<file path="src/rtl/thrl_pkg.sv">
`timescale 1ns / 1ps
package thrl_pkg;

   localparam int NUM_RINGS_DEF  = 4;
   localparam int RING_SLOTS_DEF = 64;
   localparam int NUM_CFG        = 4;
   localparam int CFG_IDX_W      = 2;
   localparam int WIN_W          = 40;
   localparam int STAMP_W        = 48;
   localparam int VAL_W          = 32;
   localparam int NUM_VALS       = 6;
   localparam int FRAC_W         = 17;
   localparam logic [WIN_W-1:0] WINDOW_RESET = 40'd1000000;

   localparam logic [1:0] CMD_RECORD = 2'd0;
   localparam logic [1:0] CMD_READ   = 2'd1;
   localparam logic [1:0] CMD_CLEAR  = 2'd2;

   typedef enum logic [1:0] {
      KIND_RECORD,
      KIND_READ,
      KIND_CLEAR,
      KIND_REJECT
   } kind_type;

   typedef struct packed {
      logic [1:0]               cmd;
      logic [2:0]               ring_sel;
      logic [STAMP_W-1:0]       stamp;
      logic signed [VAL_W-1:0]  pos_x;
      logic signed [VAL_W-1:0]  pos_y;
      logic signed [VAL_W-1:0]  pos_z;
      logic signed [VAL_W-1:0]  scl_x;
      logic signed [VAL_W-1:0]  scl_y;
      logic signed [VAL_W-1:0]  scl_z;
   } req_type;

   typedef struct packed {
      logic                     ok;
      logic [STAMP_W-1:0]       out_stamp;
      logic signed [VAL_W-1:0]  out_pos_x;
      logic signed [VAL_W-1:0]  out_pos_y;
      logic signed [VAL_W-1:0]  out_pos_z;
      logic signed [VAL_W-1:0]  out_scl_x;
      logic signed [VAL_W-1:0]  out_scl_y;
      logic signed [VAL_W-1:0]  out_scl_z;
   } rsp_type;

   typedef struct packed {
      kind_type kind;
      req_type  req;
   } job_type;

endpackage

</file>
<file path="src/rtl/thrl_front.sv">
`timescale 1ns / 1ps
module thrl_front #(
   parameter int NUM_RINGS = thrl_pkg::NUM_RINGS_DEF
) (
   input  logic              clock,
   input  logic              reset,
   input  logic              push,
   output logic              full,
   input  thrl_pkg::req_type req_payload,
   output logic              job_valid,
   output thrl_pkg::job_type job,
   input  logic              job_pop
);
   thrl_pkg::job_type q_ff [2];
   logic              wr_ff, wr_in, rd_ff, rd_in;
   logic [1:0]        cnt_ff, cnt_in;
   thrl_pkg::kind_type kind;
   logic              take;
   logic              ring_ok;

   always_comb begin
      ring_ok = 32'(req_payload.ring_sel) < NUM_RINGS;
      unique case (req_payload.cmd)
         thrl_pkg::CMD_CLEAR:  kind = thrl_pkg::KIND_CLEAR;
         thrl_pkg::CMD_RECORD: kind = ring_ok ? thrl_pkg::KIND_RECORD : thrl_pkg::KIND_REJECT;
         thrl_pkg::CMD_READ:   kind = ring_ok ? thrl_pkg::KIND_READ : thrl_pkg::KIND_REJECT;
         default:              kind = thrl_pkg::KIND_REJECT;
      endcase
   end

   assign full      = (cnt_ff == 2'd2);
   assign take      = push && !full;
   assign job_valid = (cnt_ff != 2'd0);
   assign job       = q_ff[rd_ff];

   always_comb begin
      wr_in  = take ? ~wr_ff : wr_ff;
      rd_in  = (job_pop && job_valid) ? ~rd_ff : rd_ff;
      cnt_in = cnt_ff + 2'(take) - 2'(job_pop && job_valid);
   end

   always_ff @(posedge clock) begin
      if (reset) begin
         wr_ff  <= 1'b0;
         rd_ff  <= 1'b0;
         cnt_ff <= 2'd0;
      end else begin
         wr_ff  <= wr_in;
         rd_ff  <= rd_in;
         cnt_ff <= cnt_in;
      end
      if (take) begin
         q_ff[wr_ff] <= '{kind: kind, req: req_payload};
      end
   end
endmodule

</file>
<file path="config.mk">
export PLATFORM = sky130hd
export DESIGN_NAME = thrl_front
export DESIGN_NICKNAME = d
export VERILOG_FILES = /design/src/rtl/thrl_pkg.sv /design/src/rtl/thrl_front.sv
export SDC_FILE = /design/constraint.sdc
export NUM_CORES = 1
export LEC_CHECK = 0
export BUFFER_PORTS_ARGS = -buffer_cell sky130_fd_sc_hd__buf_4
export CORE_ASPECT_RATIO = 0.6
export CORE_MARGIN = 5
export CORE_UTILIZATION = 50
export DETAILED_ROUTE_END_ITERATION = 8
export PLACE_DENSITY = 0.77
export SYNTH_ARGS = -nofsm -noshare
export SYNTH_HDL_FRONTEND = slang
export SYNTH_SLANG_ARGS = --single-unit
</file>
<file path="constraint.sdc">
create_clock -name clock -period 17.4 [get_ports clock]
set_input_delay 3.48 -clock clock [delete_from_list [all_inputs] [get_ports clock]]
set_output_delay 3.48 -clock clock [all_outputs]
set_load 0.005 [all_outputs]
</file>
# After elaboration in Yosys (flattened, before gate mapping)
# Memory sizes are Yosys's and may differ from the RTL's. A register that Yosys moved wholly into a read port is not among the register bits.
# Cells that the tools add are included.
# word_totals
output_inout_bits	249
input_bits	249
regBits	4
word_cells	24
mem_count	1
ramBits	494
# classes
n_reduce_logical	5
order_cmp	1
mux	7
n_bitwise	2
add_sub_neg	2
n_eq_ne	3
# memory_table
memory	depth	word_bits	read_ports	rd_ports_with_merged_regs	write_ports	line	rtl
q_ff	2	247	1	1	1	thrl_front.sv:14	thrl_pkg::job_type q_ff [2];
# ops
op	n
$pmux 2 s3	1
$eq 2x2->1 const B	2
$mux 1	4
$mux 2	2
$lt 3x3->1 const B	1
$add 2x1->2	1
$eq 2x1->1 const B	1
$logic_and 1x1->1	2
$logic_not 2->1	1
$not 1->1	2
$reduce_bool 2->1	1
$sub 2x1->2	1
$logic_not 1->1	1

# Logic depth before layout (Yosys ltp)
# depth
word_depth	5
mapped_depth	8
mapped_depth_nobuf	8

# Least setup slack after synthesis
# No wires, ideal clock.
# synth_timing
path_kind	input to register
from	in push
to	mem q_ff[1][0] (netlist name) (enable)
required_ns	16.760
stages	1
path_buffers	0
setup_slack_ns	7.601
setup_ns	0.640
arrival_time_ns	9.158
cell_sequence	and3_1
# synth_via
elab_chain_len	3
# synth_lines
element	line	rtl
start, declared	thrl_front.sv:7	input logic push,
$logic_and 1x1->1	thrl_front.sv:32	assign take = push && !full;
$mux 1	thrl_front.sv:52	if (take) begin
$mux 1 (not written as such)	thrl_front.sv:53	q_ff[wr_ff] <= '{kind: kind, req: req_payload};
end, declared	thrl_front.sv:14	
# Every way passes these cells.

==> flow_summary.toml <==
[power_and_ir_drop]
power_density_mw_per_mm2 = 144.9
p_leak_nw = 8.762
power.total_w = 0.003428
ir_worst_vdd_v = 0.0001442

[flow_run]
cap_violations = 0

[global_routing]
grt_overflow = 0
grt_pass1_wl_um = 57880
grt.total_usage_pct = 18.72
grt_pass1_vias = 9933
antenna_found_initial = 0
grt_max_degree = 183

[synthesis]
synth_top_area_share_pct = 81.68
syn_inst = 798
yosys_warnings = 0
synth_seq_cells = 499
syn_avg_cell_area_um2 = 22.76
synth_commonest_cells = "edfxtp_1 (494), mux2_2 (247), buf_6 (25)"
synth_nets = 1049
postSynth.asyncResetShare_pct = 0
synth_edf_count = 494
synth_area_mm2 = 0.01816
ys_types = 23
ys.flop_type = "edfxtp_1"
ys_seq_area_share_pct = 82.23
synth_most_common_cell = "edfxtp_1"
synth_area_leader_cell = "edfxtp_1"
synthTopCellsByArea = "edfxtp_1 (82%), mux2_2 (15%), buf_6 (1.6%), dfxtp_1 (0.55%), ha_1 (0.14%)"

[sta]
fin_worst_skew_ns = 0.01414
maxSlewViolCount = 0
fin_crit_sh_pct = 37.34
relSlewSlack_pct = 29.26
rsz0062_at_grt = "no"
fmax_mhz = 153.9
whs_ns = 0.5358
hold_violations = 0
setup_violations = 0
tightest_slew_ns = 1.061
setup_tns_ns = 0
period_needed_ns = 6.498

[drt]
first_iter_violations = 613
antenna_left = 0
first_pass_iters = 6
via_count = 9315
post-route-drc-count = 0
routed_wl_um = 39970
vias_per_cell = 5.087
wl_per_cell_um = 21.83

[worst_hold_path]
min_from = "wr_ff"
holdCritPathClass = "reg2reg"

[floorplanning]
die_area_mm2 = 0.04036
rows = 54
io_pins = 498
start_util_pct = 50.34
die_h_um = 157.6
core-area_mm2 = 0.03608
die_w_um = 256.1

[setup_path]
arrival_ns = 3.02
worstSetupPathType = "reg2out"
cp_max_fo = 182
reg2reg_from = "cnt_ff[0]"
cp-end-kind = "primary output"
worst_setup_path_start_kind = "flip-flop"
cp.required_ns = 13.92

[placement]
gp_congestion = 0.7796
dp_cells = 1750
port_buffers = 497
dp_hpwl_um = 26970

[clock_tree]
cts_setup_buffers = 0
clock-sinks = 499
clkSlewWorstSetupHoldPaths_ns = 0.06
cts_resized = 0
ctsHoldBuffers = 0
cts_tree = "done"
clock-root-buffer = "clkbuf_16"
htreeDepth = 2
clk_latency_ns = 0.54
cts.path.max_buffers = 3
cts_made_buffers = 45

[run_status]
status = "finished, final reports clean"

[finish]
layout.cells.non_filler = 1831
fillers = 2442
drive_above_1_share_pct = 60.30
num_antenna_cells = 0
regArea_mm2 = 0.01494
nets = 1572
post-route-util_pct = 65.58
syn_to_final_growth_pct = 30.28
multi_input_area_mm2 = 0.002920
cell usage in the layout, fill, tap and decap left out, drive strengths merged, types with 2 or more instances in the layout:
cell type | netlist | layout
mux2 | 247 | 247
nor2 | 3 | 3
buf | 27 | 503
dfxtp | 5 | 5
or2 | 2 | 2
clkbuf | 0 | 54
ha | 2 | 2
inv | 5 | 8
edfxtp | 494 | 494
bufinv | 0 | 4
clkinv | 0 | 20
where the power goes:
group / leakage (nW) / internal, W / switching [W]
clock network: 0.688 / 0.000535 / 0.000409
registers: 4.65 / 0.00153 / 0.0000593
logic: 3.42 / 0.000494 / 0.000398
total: 8.76 / 0.00256 / 0.000866
sequential cells by signal, indices dropped and copies added, names as in the netlist, named ones only:
| register | cells |
|---|---|
| rd_ff | 1 |
| q_ff | 494 |
| cnt_ff | 2 |
| wr_ff | 1 |
logic make-up after synthesis:
| family | after synthesis | share of synthesized area, % |
|---|---|---|
| xor gates and xnor gates | 2 | 0.09646 |
| and+or+nand+nor | 12 | 0.3651 |
| AOI/OAI and AO/OA | 4 | 0.1378 |
| adders and majority gates | 2 | 0.1378 |
| DFF | 499 | 82.23 |
| buffers and inverters | 32 | 1.722 |
| muxes | 247 | 15.31 |
path summary, 6_finish.rpt:
path / depth (start not counted) / endpoint / slack [ns]
max reg2reg: 4 / q_ff[1][142] / 14.05
max: 3 / job[41] / 10.90
min: 2 / wr_ff / 0.54
min reg2reg: 2 / wr_ff / 0.54
metrics by stage:
stage          setup slack [ns]  cell area, um2
4_1_cts                   10.85           23660
6_report                  10.90           23660
3_5_place_dp              10.95           22270
3_3_place_gp              10.97           22270
2_1_floorplan             7.601           18160
5_1_grt                   10.75           23660
final cells by class:
cell class / count / share of cell area, %
inverter: 5 / 0.1110
clock inverter: 27 / 0.9836
sequential: 499 / 63.13
clock buffer: 54 / 4.902
timing repair buffer: 503 / 16.01
multi-input combinational: 267 / 12.34
tap: 476 / 2.517
critical path, stage by stage, from the launching register on:
cell and delay [ns]:
dfxtp_4 0.94, buf_12 0.77, mux2_2 0.44, buf_4 0.14
per-layer routing:
layer | GRT usage, % | up-vias | wire (um)
met5 | 0 | - | 0
met4 | 5.931 | 0 | 1214
met3 | 6.871 | 72 | 3445
met2 | 32.83 | 346 | 20530
met1 | 21.93 | 4673 | 14780
li1 | - | 4224 | -
Power figures use the tool's default switching activity.
